## src/sv/hkrd_pkg.sv

```systemverilog
// ----------------------------------------------------------------------------
// hkrd_pkg
// Shared constants and types for the keyboard report differ.
// ----------------------------------------------------------------------------
package hkrd_pkg;

    // Fixed report layout
    localparam int MOD_BITS     = 8;
    localparam int INPUT_SLOTS  = 6;
    localparam int CODE_W       = 8;

    // Defaults for top level parameters
    localparam int KEY_SLOTS_DEF   = 6;
    localparam int QUEUE_DEPTH_DEF = 2;

    // Queue status seen by the front and back parts
    typedef struct packed {
        logic full;
        logic not_empty;
    } hkrd_q_status_t;

endpackage

```

## src/sv/hkrd_front.sv

```systemverilog
// ----------------------------------------------------------------------------
// hkrd_front
// Accepts a report and compares it with the stored previous report; if there
// are events, it pushes one queue word with the event mask and their codes.
// ----------------------------------------------------------------------------
module hkrd_front #(
    parameter int KEY_SLOTS = hkrd_pkg::KEY_SLOTS_DEF,
    parameter int ENTRY_W   = 8
) (
    input  logic                         clk,
    input  logic                         rst_n,
    input  logic                         in_valid,
    output logic                         in_stall,
    input  logic [7:0]                   modifiers,
    input  logic [7:0]                   key_slot_0,
    input  logic [7:0]                   key_slot_1,
    input  logic [7:0]                   key_slot_2,
    input  logic [7:0]                   key_slot_3,
    input  logic [7:0]                   key_slot_4,
    input  logic [7:0]                   key_slot_5,
    input  logic [7:0]                   key_count,
    input  hkrd_pkg::hkrd_q_status_t     q_status,
    output logic                         push,
    output logic [ENTRY_W-1:0]           push_data
);
    import hkrd_pkg::*;

    localparam int EV_W      = MOD_BITS + KEY_SLOTS + INPUT_SLOTS;
    localparam int MASK_OFS  = MOD_BITS;
    localparam int REL_OFS   = MASK_OFS + EV_W;
    localparam int PRS_OFS   = REL_OFS + CODE_W * KEY_SLOTS;

    logic [CODE_W-1:0]   keys [INPUT_SLOTS];
    logic [INPUT_SLOTS-1:0] active;
    logic [KEY_SLOTS-1:0]   rel_mask;
    logic [INPUT_SLOTS-1:0] prs_mask;
    logic [EV_W-1:0]        ev_mask;
    logic                   accept;

    logic [MOD_BITS-1:0] mods_reg;
    logic [CODE_W-1:0]   prev_reg  [KEY_SLOTS];
    logic [CODE_W-1:0]   prev_next [KEY_SLOTS];

    assign keys[0] = key_slot_0;
    assign keys[1] = key_slot_1;
    assign keys[2] = key_slot_2;
    assign keys[3] = key_slot_3;
    assign keys[4] = key_slot_4;
    assign keys[5] = key_slot_5;

    assign in_stall = q_status.full;
    assign accept   = in_valid && !in_stall;

    // Slots inside the capped count
    always_comb
    begin
        for (int j = 0; j < INPUT_SLOTS; j++)
        begin
            active[j] = (key_count > 8'(j)) && (j < KEY_SLOTS);
        end
    end

    // Releases: stored key not found among the active new slots
    always_comb
    begin
        logic hit;
        for (int i = 0; i < KEY_SLOTS; i++)
        begin
            hit = 1'b0;
            for (int j = 0; j < INPUT_SLOTS; j++)
            begin
                if (active[j] && (keys[j] == prev_reg[i]))
                begin
                    hit = 1'b1;
                end
            end
            rel_mask[i] = (prev_reg[i] != '0) && !hit;
        end
    end

    // Presses: active new key not found in any stored slot
    always_comb
    begin
        logic hit;
        for (int j = 0; j < INPUT_SLOTS; j++)
        begin
            hit = 1'b0;
            for (int i = 0; i < KEY_SLOTS; i++)
            begin
                if (prev_reg[i] == keys[j])
                begin
                    hit = 1'b1;
                end
            end
            prs_mask[j] = active[j] && (keys[j] != '0) && !hit;
        end
    end

    assign ev_mask = {prs_mask, rel_mask, modifiers ^ mods_reg};

    // Queue word: new modifiers, event mask, release codes, press codes
    always_comb
    begin
        push_data = '0;
        push_data[MOD_BITS-1:0]        = modifiers;
        push_data[MASK_OFS +: EV_W]    = ev_mask;
        for (int i = 0; i < KEY_SLOTS; i++)
        begin
            push_data[REL_OFS + CODE_W*i +: CODE_W] = prev_reg[i];
        end
        for (int j = 0; j < INPUT_SLOTS; j++)
        begin
            push_data[PRS_OFS + CODE_W*j +: CODE_W] = keys[j];
        end
    end

    // A report with no events is absorbed without a queue word
    assign push = accept && (ev_mask != '0);

    // Next stored slots: active slots kept, the rest cleared
    for (genvar g = 0; g < KEY_SLOTS; g++)
    begin : g_store
        if (g < INPUT_SLOTS)
        begin : g_in
            assign prev_next[g] = active[g] ? keys[g] : '0;
        end
        else
        begin : g_extra
            assign prev_next[g] = '0;
        end
    end

    // Previous report state
    always_ff @(posedge clk or negedge rst_n)
    begin
        if (!rst_n)
        begin
            mods_reg <= '0;
            for (int i = 0; i < KEY_SLOTS; i++)
            begin
                prev_reg[i] <= '0;
            end
        end
        else if (accept)
        begin
            mods_reg <= modifiers;
            for (int i = 0; i < KEY_SLOTS; i++)
            begin
                prev_reg[i] <= prev_next[i];
            end
        end
    end

endmodule

```

## src/sv/hkrd_queue.sv

```systemverilog
// ----------------------------------------------------------------------------
// hkrd_queue
// Short FIFO between the front and back parts.
// ----------------------------------------------------------------------------
module hkrd_queue #(
    parameter int WIDTH = 8,
    parameter int DEPTH = hkrd_pkg::QUEUE_DEPTH_DEF
) (
    input  logic                     clk,
    input  logic                     rst_n,
    input  logic                     push,
    input  logic [WIDTH-1:0]         push_data,
    input  logic                     pop,
    output logic [WIDTH-1:0]         pop_data,
    output hkrd_pkg::hkrd_q_status_t status
);
    import hkrd_pkg::*;

    localparam int PTR_W = (DEPTH > 1) ? $clog2(DEPTH) : 1;
    localparam int CNT_W = $clog2(DEPTH + 1);

    logic [WIDTH-1:0] data_reg [DEPTH];
    logic [PTR_W-1:0] wr_ptr_reg;
    logic [PTR_W-1:0] rd_ptr_reg;
    logic [CNT_W-1:0] count_reg;
    logic [PTR_W-1:0] wr_ptr_next;
    logic [PTR_W-1:0] rd_ptr_next;
    logic [CNT_W-1:0] count_next;

    assign status.full      = (count_reg == CNT_W'(DEPTH));
    assign status.not_empty = (count_reg != '0);
    assign pop_data         = data_reg[rd_ptr_reg];

    // Pointer and fill count update
    always_comb
    begin
        wr_ptr_next = wr_ptr_reg;
        rd_ptr_next = rd_ptr_reg;
        count_next  = count_reg;
        if (push)
        begin
            wr_ptr_next = (wr_ptr_reg == PTR_W'(DEPTH - 1)) ? '0 : wr_ptr_reg + 1'b1;
        end
        if (pop)
        begin
            rd_ptr_next = (rd_ptr_reg == PTR_W'(DEPTH - 1)) ? '0 : rd_ptr_reg + 1'b1;
        end
        case ({push, pop})
            2'b10:   count_next = count_reg + 1'b1;
            2'b01:   count_next = count_reg - 1'b1;
            default: count_next = count_reg;
        endcase
    end

    always_ff @(posedge clk or negedge rst_n)
    begin
        if (!rst_n)
        begin
            wr_ptr_reg <= '0;
            rd_ptr_reg <= '0;
            count_reg  <= '0;
        end
        else
        begin
            wr_ptr_reg <= wr_ptr_next;
            rd_ptr_reg <= rd_ptr_next;
            count_reg  <= count_next;
        end
    end

    // Storage, no reset needed
    always_ff @(posedge clk)
    begin
        if (push)
        begin
            data_reg[wr_ptr_reg] <= push_data;
        end
    end

endmodule

```

## src/sv/hkrd_back.sv

```systemverilog
// ----------------------------------------------------------------------------
// hkrd_back
// Walks the event mask of the current queue word, lowest bit first, and
// emits one event word per cycle, unless stalled, via an output register.
// ----------------------------------------------------------------------------
module hkrd_back #(
    parameter int KEY_SLOTS = hkrd_pkg::KEY_SLOTS_DEF,
    parameter int ENTRY_W   = 8
) (
    input  logic                     clk,
    input  logic                     rst_n,
    input  hkrd_pkg::hkrd_q_status_t q_status,
    input  logic [ENTRY_W-1:0]       pop_data,
    output logic                     pop,
    output logic                     out_valid,
    input  logic                     out_stall,
    output logic                     is_modifier,
    output logic [7:0]               event_code,
    output logic                     pressed,
    output logic                     last_event
);
    import hkrd_pkg::*;

    localparam int EV_W     = MOD_BITS + KEY_SLOTS + INPUT_SLOTS;
    localparam int MASK_OFS = MOD_BITS;
    localparam int REL_OFS  = MASK_OFS + EV_W;
    localparam int PRS_OFS  = REL_OFS + CODE_W * KEY_SLOTS;

    logic [ENTRY_W-1:0] cur_reg;
    logic [EV_W-1:0]    pend_reg;
    logic [EV_W-1:0]    pend_next;
    logic               cur_valid_reg;
    logic               cur_valid_next;
    logic               out_valid_reg;
    logic               out_valid_next;
    logic               is_mod_reg;
    logic [CODE_W-1:0]  code_reg;
    logic               pressed_reg;
    logic               last_reg;

    logic [CODE_W-1:0]  ev_code  [EV_W];
    logic [EV_W-1:0]    ev_is_mod;
    logic [EV_W-1:0]    ev_press;
    logic [EV_W-1:0]    low_bit;
    logic               sel_is_mod;
    logic [CODE_W-1:0]  sel_code;
    logic               sel_press;
    logic               sel_last;
    logic               out_free;
    logic               emit;

    // Per-bit event fields of the current word
    for (genvar b = 0; b < EV_W; b++)
    begin : g_ev
        if (b < MOD_BITS)
        begin : g_mod
            assign ev_is_mod[b] = 1'b1;
            assign ev_code[b]   = CODE_W'(b);
            assign ev_press[b]  = cur_reg[b];
        end
        else if (b < MOD_BITS + KEY_SLOTS)
        begin : g_rel
            assign ev_is_mod[b] = 1'b0;
            assign ev_code[b]   = cur_reg[REL_OFS + CODE_W*(b - MOD_BITS) +: CODE_W];
            assign ev_press[b]  = 1'b0;
        end
        else
        begin : g_prs
            assign ev_is_mod[b] = 1'b0;
            assign ev_code[b]   =
                cur_reg[PRS_OFS + CODE_W*(b - MOD_BITS - KEY_SLOTS) +: CODE_W];
            assign ev_press[b]  = 1'b1;
        end
    end

    // Lowest pending event, one-hot select
    assign low_bit  = pend_reg & (~pend_reg + 1'b1);
    assign sel_last = ((pend_reg & ~low_bit) == '0);

    always_comb
    begin
        sel_is_mod = 1'b0;
        sel_code   = '0;
        sel_press  = 1'b0;
        for (int b = 0; b < EV_W; b++)
        begin
            sel_is_mod = sel_is_mod | (ev_is_mod[b] & low_bit[b]);
            sel_code   = sel_code | (ev_code[b] & {CODE_W{low_bit[b]}});
            sel_press  = sel_press | (ev_press[b] & low_bit[b]);
        end
    end

    // Sequencing: emit into a free output slot, load when empty or on final event
    assign out_free = !out_valid_reg || !out_stall;
    assign emit     = cur_valid_reg && out_free;
    assign pop      = q_status.not_empty && (!cur_valid_reg || (emit && sel_last));

    always_comb
    begin
        pend_next      = pend_reg;
        cur_valid_next = cur_valid_reg;
        if (pop)
        begin
            pend_next      = pop_data[MASK_OFS +: EV_W];
            cur_valid_next = 1'b1;
        end
        else if (emit)
        begin
            pend_next      = pend_reg & ~low_bit;
            cur_valid_next = !sel_last;
        end
    end

    always_comb
    begin
        if (emit)
        begin
            out_valid_next = 1'b1;
        end
        else if (!out_stall)
        begin
            out_valid_next = 1'b0;
        end
        else
        begin
            out_valid_next = out_valid_reg;
        end
    end

    // Control state
    always_ff @(posedge clk or negedge rst_n)
    begin
        if (!rst_n)
        begin
            cur_valid_reg <= 1'b0;
            pend_reg      <= '0;
            out_valid_reg <= 1'b0;
        end
        else
        begin
            cur_valid_reg <= cur_valid_next;
            pend_reg      <= pend_next;
            out_valid_reg <= out_valid_next;
        end
    end

    // Payload registers
    always_ff @(posedge clk)
    begin
        if (pop)
        begin
            cur_reg <= pop_data;
        end
        if (emit)
        begin
            is_mod_reg  <= sel_is_mod;
            code_reg    <= sel_code;
            pressed_reg <= sel_press;
            last_reg    <= sel_last;
        end
    end

    assign out_valid   = out_valid_reg;
    assign is_modifier = is_mod_reg;
    assign event_code  = code_reg;
    assign pressed     = pressed_reg;
    assign last_event  = last_reg;

endmodule

```

## src/sv/hid_keyboard_report_diff.sv

```systemverilog
// ----------------------------------------------------------------------------
// hid_keyboard_report_diff
// Turns boot keyboard reports into modifier and key press/release events.
//
//   channel  direction  handshake            fields
//   in       input      in_valid/in_stall    modifiers, key_slot_0..5, key_count
//   out      output     out_valid/out_stall  is_modifier, event_code, pressed,
//                                            last_event
//
// A report yields up to 8 + KEY_SLOTS + 6 events, emitted one event word per
// cycle by the back sequencer while out_stall is low; a report with no change
// yields no event. The front keeps accepting while the QUEUE_DEPTH word queue
// has room. Reset clears the stored report to zero and empties the queue and
// output.
// ----------------------------------------------------------------------------
module hid_keyboard_report_diff #(
    parameter int KEY_SLOTS   = hkrd_pkg::KEY_SLOTS_DEF,
    parameter int QUEUE_DEPTH = hkrd_pkg::QUEUE_DEPTH_DEF
) (
    input  logic       clk,
    input  logic       rst_n,
    input  logic       in_valid,
    output logic       in_stall,
    input  logic [7:0] modifiers,
    input  logic [7:0] key_slot_0,
    input  logic [7:0] key_slot_1,
    input  logic [7:0] key_slot_2,
    input  logic [7:0] key_slot_3,
    input  logic [7:0] key_slot_4,
    input  logic [7:0] key_slot_5,
    input  logic [7:0] key_count,
    output logic       out_valid,
    input  logic       out_stall,
    output logic       is_modifier,
    output logic [7:0] event_code,
    output logic       pressed,
    output logic       last_event
);
    import hkrd_pkg::*;

    localparam int EV_W    = MOD_BITS + KEY_SLOTS + INPUT_SLOTS;
    localparam int ENTRY_W = MOD_BITS + EV_W + CODE_W * (KEY_SLOTS + INPUT_SLOTS);

    hkrd_q_status_t     q_status;
    logic               push;
    logic [ENTRY_W-1:0] push_data;
    logic               pop;
    logic [ENTRY_W-1:0] pop_data;

    // Compare and classify
    hkrd_front #(
        .KEY_SLOTS (KEY_SLOTS),
        .ENTRY_W   (ENTRY_W)
    ) u_front (
        .clk        (clk),
        .rst_n      (rst_n),
        .in_valid   (in_valid),
        .in_stall   (in_stall),
        .modifiers  (modifiers),
        .key_slot_0 (key_slot_0),
        .key_slot_1 (key_slot_1),
        .key_slot_2 (key_slot_2),
        .key_slot_3 (key_slot_3),
        .key_slot_4 (key_slot_4),
        .key_slot_5 (key_slot_5),
        .key_count  (key_count),
        .q_status   (q_status),
        .push       (push),
        .push_data  (push_data)
    );

    // Decoupling queue
    hkrd_queue #(
        .WIDTH (ENTRY_W),
        .DEPTH (QUEUE_DEPTH)
    ) u_queue (
        .clk       (clk),
        .rst_n     (rst_n),
        .push      (push),
        .push_data (push_data),
        .pop       (pop),
        .pop_data  (pop_data),
        .status    (q_status)
    );

    // Event sequencer
    hkrd_back #(
        .KEY_SLOTS (KEY_SLOTS),
        .ENTRY_W   (ENTRY_W)
    ) u_back (
        .clk         (clk),
        .rst_n       (rst_n),
        .q_status    (q_status),
        .pop_data    (pop_data),
        .pop         (pop),
        .out_valid   (out_valid),
        .out_stall   (out_stall),
        .is_modifier (is_modifier),
        .event_code  (event_code),
        .pressed     (pressed),
        .last_event  (last_event)
    );

endmodule

```

## config.mk

```make
export PLATFORM = sky130hd
export DESIGN_NAME = hid_keyboard_report_diff
export DESIGN_NICKNAME = d
export VERILOG_FILES = /design/src/sv/hkrd_pkg.sv /design/src/sv/hkrd_front.sv /design/src/sv/hkrd_queue.sv /design/src/sv/hkrd_back.sv /design/src/sv/hid_keyboard_report_diff.sv
export SDC_FILE = /design/constraint.sdc
export NUM_CORES = 1
export LEC_CHECK = 0
export BUFFER_PORTS_ARGS = -buffer_cell sky130_fd_sc_hd__buf_2
export CORE_UTILIZATION = 35
export CTS_BUF_LIST = sky130_fd_sc_hd__clkbuf_8
export DETAILED_ROUTE_END_ITERATION = 8
export GPL_TIMING_DRIVEN = 0
export PLACE_DENSITY = 0.57
export SYNTH_ARGS = -nofsm -noshare
export SYNTH_HDL_FRONTEND = slang
export SYNTH_SLANG_ARGS = --single-unit
```

## constraint.sdc

```tcl
create_clock -name clk -period 24.6 [get_ports clk]
set_input_delay 3.69 -clock clk [delete_from_list [all_inputs] [get_ports clk]]
set_output_delay 3.69 -clock clk [all_outputs]
set_load 0.05 [all_outputs]
```

## Word level (Yosys, flattened, before mapping)

Memories as Yosys holds them, arrays and structs flattened.
Index checks and enable logic that the tools add are counted.

- Flip-flop bits (word level): 217
- Memory bits (writable): 248
- Input bits: 68
- Logic and storage cells: 353
- Memories kept: 1

- Add/sub/neg operators: 5
- $lt $le $gt $ge: 6
- Equal/unequal tests: 76
- Muxes and demuxes: 89
- Bitwise operators: 63
- Reductions and logical operators: 95

Memory list:

| memory | depth | width | read ports | clocked after Yosys merged registers in | write ports | line | RTL |
|---|---|---|---|---|---|---|---|
| u_queue.data_reg | 2 | 124 | 1 | 0 | 1 | hkrd_queue.sv:22 | `logic [WIDTH-1:0] data_reg [DEPTH];` |

Operators with widths:

| cell | number |
|---|---|
| $eq 8x8->1 | 72 |
| $and 8x8->8 | 12 |
| $or 8x8->8 | 12 |
| $reduce_bool 8->1 | 12 |
| $mux 1 | 80 |
| $logic_and 1x1->1 | 59 |
| $mux 8 | 6 |
| $and 20x20->20 | 2 |
| $mux 20 | 2 |
| $not 20->20 | 2 |
| $or 8x3->8 | 4 |
| $add 20x1->20 const B | 1 |
| $logic_not 20->1 | 1 |
| $or 1x1->1 | 20 |
| $reduce_bool 20->1 | 1 |
| $logic_not 1->1 | 17 |
| $gt 8x1->1 const B | 2 |
| $gt 8x2->1 const B | 2 |
| $gt 8x3->1 const B | 2 |
| $and 1x1->1 | 8 |
| $or 8x2->8 | 1 |
| $xor 8x8->8 | 1 |
| $reduce_bool 2->1 | 3 |
| $eq 2x2->1 const B | 2 |
| other kinds (8) | 10 |

## Depth between registers and ports, before layout

Gate-level depths: netlist (run 1).

- Depth after elaboration: 21
- Gate-level depth with buffers: 15

## By module

From an unflattened synthesis (run 1), not the netlist that was laid out.

- Cells, all modules: 1704
- Area, all modules: 22013.6 um^2

By module, submodules not included:

| module | instances | cells each | area each (um^2) |
|---|---|---|---|
| hkrd_queue | 1 | 402 | 9331.4 |
| hkrd_front | 1 | 913 | 7050.5 |
| hkrd_back | 1 | 389 | 5631.7 |

## Worst setup path after synthesis (run 1)

Ideal clock, no wire load.

- Path kind: in2reg
- Start point: input key_count[6]
- End point: memory u_queue.data_reg[0][0] in the netlist's numbering, enable pin
- Library setup time: 0.791 ns
- Arrival time: 14.340 ns
- Required time: 23.809 ns
- Slack: 9.469 ns
- Cell stages on the path: 9
- Cell sequence: nor3_1 and3_1 clkbuf_1 nor3_1 a2111oi_0 and3_1 or2_2 nor3_1 a211oi_1

- Word-level cells in the longest chain between the ends: 14
- Elaborated cells on any way between the ends: 106

RTL lines:

| element | line | RTL |
|---|---|---|
| start, declared | hid_keyboard_report_diff.sv:31 | `input logic [7:0] key_count,` |
| $gt 8x1->1 | hkrd_front.sv:59 | `active[j] = (key_count > 8'(j)) && (j < KEY_SLOTS);` |
| $logic_and 1x1->1 | hkrd_front.sv:72 | `if (active[j] && (keys[j] == prev_reg[i]))` |
| $mux 1 (5 in a row) | hkrd_front.sv:72 |  |
| $mux 1 (*) | hkrd_front.sv:72 |  |
| $logic_not 1->1 (*) | hkrd_front.sv:77 | `rel_mask[i] = (prev_reg[i] != '0) && !hit;` |
| $logic_and 1x1->1 (*) | hkrd_front.sv:77 |  |
| net push_data[21] | hid_keyboard_report_diff.sv:46 | `logic [ENTRY_W-1:0] push_data;` |
| $reduce_bool 20->1 (*) | hkrd_front.sv:118 | `assign push = accept && (ev_mask != '0);` |
| $logic_and 1x1->1 (*) | hkrd_front.sv:118 |  |
| $mux 1 (*) | hkrd_queue.sv:74 | `if (push)` |
| $mux 1 (implied by the code) (*) | hkrd_queue.sv:76 | `data_reg[wr_ptr_reg] <= push_data;` |
| end, declared | hkrd_queue.sv:22 |  |

The timed path passes the listed nets; every way through them passes the cells marked *.

## Worst setup path in the final report (run 1)

- Start point: input key_count[6]
- End point: memory u_queue.data_reg[0][83] in the netlist's numbering, enable pin

Same word-level chain as after synthesis.

==> metrics, run 1 <==
outcome=finished with violations; failing checks=capacitance limit, slew limit; Placed Instances=about 2500; grt ovf=0; Die H=~250 um; nets@finish=1874; DR vias=approximately 14000; DR DRC count=0; fmax=~0.12 GHz; Setup crit end kind=flip-flop; first-pass GRT wire length=approximately 95 mm; H-tree depth=3; VDD IR max=62.0 uV; Hold-fix buffers, CTS=0; Die W=around 250 um; CTS tree=built; worst hold path type=reg -> reg; Final GP Congestion=approximately 0.93; Main synth FF type=edfxtp_1; WL/cell=about 25 um; clk slew on worst S/H paths=around 0.060 ns; area delta synth->final=14.6%; clk root buf=clkbuf_8; async set-reset flop share out of synthesis=a little under a fifth; I/O Pins=81; pre-CTS WS=around 15 ns; DR iter-0 viols=approximately 1200; R2R Path Start=u_front.push_data[28]; Synth warnings=0; remaining antenna violation count=0; Post-CTS Setup Bufs=0; DR pass1 iterations=6; Final Max Slew Viols=5; Post-synth EDFFs=~360; Cell variety after synth=about 60; maximum net fanout on the critical path=14; final non-filler cell total=about 2600; Starting Density=between 30 and 40%; worst slew pin tran=around 1.6 ns; relative max-transition margin=-4.55%; DPL Wire Length=47.6 mm; Crit. Startpoint=key_count[6]; Placement Cell Area=about 23000 um^2; Critical Path AT=approximately 8.9 ns; largest net degree at the start of global routing=roughly 120; Rows=between 80 and 90; top cells by area, synth=edfxtp_1, dfrtp_1, xor2_1; unrepaired setup endpoints after global routing=false; syn_area_per_cell=roughly 13 um^2; Setup TNS=0 ns; max FFs per register=248; Sink Count=445; vias in the first global route=around 14000; Mapped Area=20900 um^2; power per cell area=approximately 120 nW/um^2; worst setup margin=between 15 and 20 ns; top-area cell type share of the netlist area=~52%; worst hold slack=0.468 ns; design area=24000 um^2; critical path type=in -> reg; synth cell count leaders=edfxtp_1, nand2_1, xor2_1; vias per cell=between 5 and 6; CTS buffer count=71; CTS max path bufs=3; LEAKAGE=8.55 nW; share of layout cells above drive strength 1=around 17%; gr usage total=a little over a fifth; Finished Core Util=around 40%; final hold violation count=0; Core ar.=between 50000 and 60000 um^2; antenna violations before repair=1; Yosys top cell by area=edfxtp_1; Post-Syn Instances=1631; Final min period=8.58 ns; most frequent cell after synthesis=edfxtp_1; post_cts resized=0; clk_skew=approximately 0.027 ns; Final setup viols=0; DIE AREA=slightly above 60000 um^2; Buffers on Ports=just under 80; Mapped Nets=1700; sequential fraction of the synthesis area=between 60 and 70%; Pwr Total=a little under 3 mW; Seq cells post-synth=about 450; Clk Latency, worst-skew pair=between 0.6 and 0.7 ns; WP data required=about 25 ns; MaxCap Viol Count=1; total wire length=about 65 mm; Tcrit/Tclk final=34.9%; Hold Crit Start=u_front.push_data[42]; Critical Path Source Type=input pin
## area by class of cell
class	count	area [um^2]
inverters	13	48.8
plain buffers	150	582
flip-flops and latches	445	13000
well taps	773	967
multi-input cells	1023	7380
fillers	5526	35000
repair buffers	101	738
clock buffers	76	1050
clock inverters	51	260
diodes	2	5.00
## critical path, cell delays in order
cell	delay [ns]
buf_2	0.09
nor3_1	0.62
o211a_1	0.45
clkbuf_1	0.53
o21ai_0	0.18
nor4_1	1.28
nor4_1	0.43
a211oi_4	0.82
buf_8	0.27
buf_8	0.19
buf_8	0.18
buf_8	0.16
## where the power goes
part,internal [mW],total [mW],leakage [nW],switching [mW]
sequential,1.13,1.22,4.34,0.0889
clock,0.297,0.586,0.760,0.289
combinational,0.410,1.17,3.46,0.756
total,1.83,2.97,8.55,1.13
## placed cells by master, fill, tap and decap left out, types with 4 or more instances in the layout
cell / synthesis / layout
a222oi_1: 9 / 9
nor4_1: 76 / 75
clkbuf_1: 117 / 117
a22oi_1: 12 / 12
buf_2: 3 / 83
mux2_2: 107 / 107
nor3_1: 15 / 15
xnor2_1: 122 / 122
nor2_1: 30 / 30
and3_1: 6 / 6
buf_8: 0 / 16
clkinv_2: 0 / 7
nand3_1: 38 / 38
a22o_1: 8 / 8
buf_1: 28 / 28
edfxtp_1: 363 / 363
mux2i_1: 36 / 36
a21oi_1: 19 / 19
a221oi_1: 11 / 11
nand4_1: 36 / 36
o22ai_1: 6 / 6
and2_1: 5 / 5
clkinv_1: 0 / 11
xor2_1: 177 / 177
nand2_1: 194 / 194
o21ai_0: 53 / 53
a2111oi_0: 6 / 4
dfrtp_1: 82 / 82
inv_1: 13 / 39
clkbuf_8: 0 / 76
## kinds of logic after synthesis
kind of cell               synth area share (%)
muxes                                      7.48
buffers and inverters                      3.01
xor gates and xnor gates                   12.6
adders and majority gates                 0.108
DFF                                        61.9
AOI/OAI and AO/OA                          5.14
and+or+nand+nor                            9.78
## per-layer routing
metal,share of wire [%],track usage [%],wire (um)
met5,0,0,0
met4,3.0,7.59,1960
met3,6.1,4.16,3980
met2,47,34.7,30500
met1,44,29.3,28500
## final timing paths
kind / endpoint / slack (ns) / depth (start not counted)
setup / recovery: u_queue.data_reg[0][83] / 16.02 / 12
hold / removal: u_queue.data_reg[1][42] / 0.47 / 0
setup reg to reg: u_queue.data_reg[0][83] / 19.52 / 12
hold reg to reg: u_queue.data_reg[1][42] / 0.47 / 0
max in group asynchronous: u_front.push_data[60] / 20.94 / 2
min in group asynchronous: u_front.mods_reg[2] / 2.99 / 1
Note: power is estimated with default switching activity, not from simulation.
==> run 2, diff against run 1 <==
==> constraint.sdc (replaced) <==
create_clock -name clk -period 8.5 [get_ports clk]
set_input_delay 1.275 -clock clk [delete_from_list [all_inputs] [get_ports clk]]
set_output_delay 1.275 -clock clk [all_outputs]
set_load 0.05 [all_outputs]
==> run 2 against run 1 <==
- the flow now finishes without violations
- sequential cell count unchanged
- register-to-register slack lost 16 ns
- count of clock-buffer cells in the layout up 1
- total power grew to 2.9 times the previous value
- worst setup slack got worse by 13 ns
- routed wire length up 2.3%
- die area unchanged
- sequential share of layout area shrank 0.35 points
- critical path type unchanged
==> metrics, run 2 (synthesized netlist as in run 1, its figures left out) <==
Final setup viols=0 (unchanged); I/O Pins=81 (unchanged); share of layout cells above drive strength 1=17.2% (+0.21 points); Post-CTS Setup Bufs=0 (unchanged); outcome=finished clean; Setup crit end kind=flip-flop; DPL Wire Length=46.7 mm (-1.9%); antenna violations before repair=2 (+1); H-tree depth=3 (unchanged); area delta synth->final=15.3%; relative max-transition margin=18.4% (+23 points); max FFs per register=248 (unchanged); Core ar.=59000 um^2 (unchanged); CTS buffer count=70 (-1.4%); remaining antenna violation count=0 (unchanged); largest net degree at the start of global routing=115 (unchanged); grt ovf=0 (unchanged); final hold violation count=0 (unchanged); CTS max path bufs=3 (unchanged); Starting Density=35.5% (unchanged); Buffers on Ports=79 (unchanged); vias per cell=5.36 (+1.3%); Setup TNS=0 ns (unchanged); WL/cell=25.2 um (+2.3%); Final GP Congestion=0.961 (+3.2%); Final min period=just under 6 ns; LEAKAGE=8.61 nW (+0.68%); clk root buf=clkbuf_8; vias in the first global route=14100 (+0.036%); first-pass GRT wire length=96.2 mm (+1.5%); critical path type=in -> reg; DIE AREA=60800 um^2 (unchanged); total wire length=66.5 mm (+2.3%); worst hold path type=reg -> reg; gr usage total=22.1% (+0.37 points); Die H=247 um (unchanged); maximum net fanout on the critical path=17 (+3); Rows=89 (unchanged); most frequent cells in the layout=edfxtp_1, nand2_1, xor2_1; MaxCap Viol Count=0 (-1); clk slew on worst S/H paths=0.06 ns (about the same); Die W=247 um (unchanged); design area=24100 um^2 (+0.65%); DR iter-0 viols=1411 (+13%); VDD IR max=156 uV (+150%); DR vias=14100 (+1.3%); post_cts resized=0 (unchanged); Placement Cell Area=22700 um^2 (+0.29%); Critical Path AT=6.27 ns (-2.67 ns); pre-CTS WS=2.05 ns (-13.42 ns); WP data required=8.85 ns (-16.11 ns); most common cell after layout, fill and taps aside=edfxtp_1; Sink Count=445 (unchanged); Hold-fix buffers, CTS=0 (unchanged); nets@finish=1873 (-0.053%); Final Max Slew Viols=0 (-5); power per cell area=361 nW/um^2 (+190%); DR pass1 iterations=5 (-1); Tcrit/Tclk final=between 60% and 70%; CTS tree=built; worst setup margin=2.58 ns (-13.43 ns); unrepaired setup endpoints after global routing=false; worst slew pin tran=1.22 ns (-0.329 ns); Critical Path Source Type=input pin; Clk Latency, worst-skew pair=0.66 ns (about the same); clk_skew=0.0364 ns (+0.00905 ns); DR DRC count=0 (unchanged); fmax=between 0.15 and 0.2 GHz
==> run 2: changes by cell type in the layout (fill, tap and decap cells not counted), moves of 2 or more <==
cell        change
buf_8           -6
buf_16          +5
inv_1           -3
bufinv_16       +2
clkinv_1        +2
clkinv_2        -2
clkinv_8        +2
clkinvlp_4      -2
==> run 2: final timing paths <==
kind | endpoint | slack (ns) | cells after the start | start
max | u_queue.data_reg[1][71] | 2.58 | 12 | key_count[6]
min | u_queue.data_reg[1][55] | 0.46 | 0 | u_front.push_data[55]
max reg2reg | u_queue.data_reg[1][71] | 3.35 | 12 | u_front.push_data[33]
min reg2reg | u_queue.data_reg[1][55] | 0.46 | 0 | u_front.push_data[55]
max in group asynchronous | u_front.push_data[40] | 7.24 | 2 | rst_n
min in group asynchronous | u_front.mods_reg[2] | 0.58 | 1 | rst_n
==> run 2: power by group <==
group	leakage (nW)	internal (mW)	switching, mW
clock	0.794	0.938	0.849
sequential	4.34	3.26	0.258
combinational	3.48	1.21	2.21
==> run 2: layout make-up <==
cell class                 count  area (um^2)
multi-input combinational   1023         7390
clock inverter                51          335
clock buffer                  77         1060
timing repair buffer         101          797
antenna                        1         2.50
tap                          773          967
fill                        5492        34900
inverter                      13         48.8
sequential                   445        13000
buffer                       150          582
==> run 2: metal layers <==
layer | up-vias | share of wire [%] | track usage, % | wire (um)
met5 | - | 0.018 | 0 | 12
met4 | 2 | 3.4 | 9.13 | 2280
met3 | 128 | 7.6 | 4.92 | 5060
met2 | 623 | 46 | 35.4 | 30900
met1 | 7102 | 42 | 28.7 | 28200
li1 | 6269 | - | - | -
==> run 2: critical path: stages <==
cell and delay, ns:
buf_2 0.10, nor3_1 0.58, o211a_1 0.50, clkbuf_1 0.52
o21ai_0 0.19, nor4_2 0.91, nor4_1 0.36, a211oi_4 0.96
buf_8 0.28, buf_16 0.18, buf_8 0.19, buf_8 0.21
==> run 2: through the flow <==
stage	power [mW]	hold slack, ns	util (%)	instances
after global placement	6.83	0.448	37.8	2483
after CTS	8.75	0.460	40.9	2633
after global routing	9.14	0.477	40.9	2634
after detailed placement	6.95	0.450	38.5	2505
final	8.72	0.465	40.9	2634
after floorplan	5.77	0.440	-	1631
==> run 3, diff against run 2 <==
==> constraint.sdc (replaced) <==
create_clock -name clk -period 5.95 [get_ports clk]
set_input_delay 0.8925 -clock clk [delete_from_list [all_inputs] [get_ports clk]]
set_output_delay 0.8925 -clock clk [all_outputs]
set_load 0.05 [all_outputs]
==> run 3 against run 2 <==
- sequential power rose by 43%
- routed wire length fell by 0.50%
- largest cell class unchanged
- global-route usage fell by 0.095 points
- largest power group unchanged
==> metrics, run 3 (synthesized netlist as in run 1, its figures left out) <==
clk root buf=clkbuf_8; outcome=finished clean; DIE AREA=60800 um^2 (unchanged); Pwr Total=12.6 mW (+44%); Die W=247 um (unchanged); share of layout cells above drive strength 1=19.8% (+2.6 points); Final setup viols=0 (unchanged); area delta synth->final=16.1%; Hold-fix buffers, CTS=0 (unchanged); clk slew on worst S/H paths=0.07 ns (about the same); DR DRC count=0 (unchanged); Placement Cell Area=22800 um^2 (+0.30%); CTS max path bufs=3 (unchanged); Crit. Startpoint=key_count[4]; VDD IR max=322 uV (+110%); R2R Path Start=u_back.pend_reg[3]; clk_skew=0.0390 ns (+0.00266 ns); Finished Core Util=41.2% (+0.26 points); CTS tree=built; unrepaired setup endpoints after global routing=false; power per cell area=519 nW/um^2 (+44%); post_cts resized=0 (unchanged); I/O Pins=81 (unchanged); vias per cell=5.39 (+0.45%); most common cell after layout, fill and taps aside=edfxtp_1; worst slew pin tran=1.23 ns (+0.00147 ns); R2R cell count=11 (-1); Critical Path AT=5.34 ns (-0.93 ns); LEAKAGE=8.77 nW (+1.9%); Clk Latency, worst-skew pair=0.68 ns (+0.02 ns); Core ar.=59000 um^2 (unchanged); Sink Count=445 (unchanged); max FFs per register=248 (unchanged); Critical Path Source Type=input pin; maximum net fanout on the critical path=17 (unchanged); fmax=~0.20 GHz; Starting Density=35.5% (unchanged); MaxCap Viol Count=0 (unchanged); DR vias=14200 (+0.60%); Die H=247 um (unchanged); Reg2Reg Setup Slack=0.98 ns (-2.37 ns); relative max-transition margin=18.3% (-0.098 points); critical path type=in -> reg; Buffers on Ports=79 (unchanged); CTS buffer count=73 (+4.3%); H-tree depth=3 (unchanged); worst hold path type=in -> async; design area=24300 um^2 (+0.63%); remaining antenna violation count=0 (unchanged); Final GP Congestion=0.944 (-1.8%); Post-CTS Setup Bufs=0 (unchanged); Tcrit/Tclk final=83.9%; final hold violation count=0 (unchanged); grt ovf=0 (unchanged); DR pass1 iterations=5 (unchanged); DR iter-0 viols=1566 (+11%); worst reg2reg endpoint=u_queue.count_reg[1]; total wire length=66.2 mm (-0.50%); largest net degree at the start of global routing=115 (unchanged); first-pass GRT wire length=95.6 mm (-0.60%); DPL Wire Length=46.1 mm (-1.2%); critical path endpoint=u_queue.data_reg[0][69]; WP data required=6.30 ns (-2.55 ns); Rows=89 (unchanged); worst setup margin=0.959 ns (-1.63 ns); vias in the first global route=14000 (-0.61%); Final min period=between 4 and 5 ns; Setup crit end kind=flip-flop; Final Max Slew Viols=0 (unchanged); most frequent cells in the layout=edfxtp_1, nand2_1, xor2_1; nets@finish=1874 (+0.053%); WL/cell=25.1 um (-0.65%); antenna violations before repair=3 (+1); gr usage total=22.0% (-0.095 points); pre-CTS WS=0.403 ns (-1.65 ns)
## run 3: worst min path at each step
stage	cells past startpoint	slack, ns	end
4_1_cts	1	0.08	u_back.pend_reg[15]
5_1_grt	1	0.13	u_back.pend_reg[15]
3_5_place_dp	0	0.45	u_queue.data_reg[0][64]
3_3_place_gp	0	0.45	u_queue.data_reg[0][69]
6_report	1	0.13	u_back.pend_reg[15]
2_1_floorplan	0	0.44	u_queue.data_reg[0][28]
## run 3: through the flow
stage	instances	setup TNS (ns)	hold slack (ns)
5_1_grt	2638	0	0.135
3_5_place_dp	2503	0	0.454
3_3_place_gp	2483	-817.81	0.449
2_1_floorplan	1631	0	0.440
4_1_cts	2637	0	0.0844
6_report	2638	0	0.130
## run 3: worst max-delay path, stage by stage
cell	delay (ns)
buf_2	0.11
nor3_4	0.31
o211a_1	0.42
clkbuf_1	0.47
o21ai_0	0.22
nor4_2	0.91
nor4_2	0.25
a211oi_4	0.75
buf_8	0.25
buf_16	0.17
buf_8	0.18
buf_16	0.17
buf_8	0.19
## run 3: cell type report
type / count / area [um^2]
Inverter: 13 / 48.8
Clock inverter: 56 / 409
Sequential cell: 445 / 13000
Tap cell: 773 / 967
Timing Repair Buffer: 99 / 766
Buffer: 150 / 627
Multi-Input combinational cell: 1023 / 7440
Fill cell: 5540 / 34700
Antenna cell: 1 / 2.50
Clock buffer: 78 / 1070
## run 3: routing by layer
layer | GRT usage, % | share of wire [%] | vias to the layer above
met2 | 33.9 | 46 | 652
met5 | 0 | 0.020 | -
met1 | 29.9 | 43 | 7145
li1 | - | - | 6280
met4 | 8.86 | 3.0 | 2
met3 | 4.72 | 8.6 | 130
## run 3: power by group
group	switching (mW)	internal, mW
Clock	1.27	1.45
Sequential	0.375	4.66
Combinational	3.12	1.72
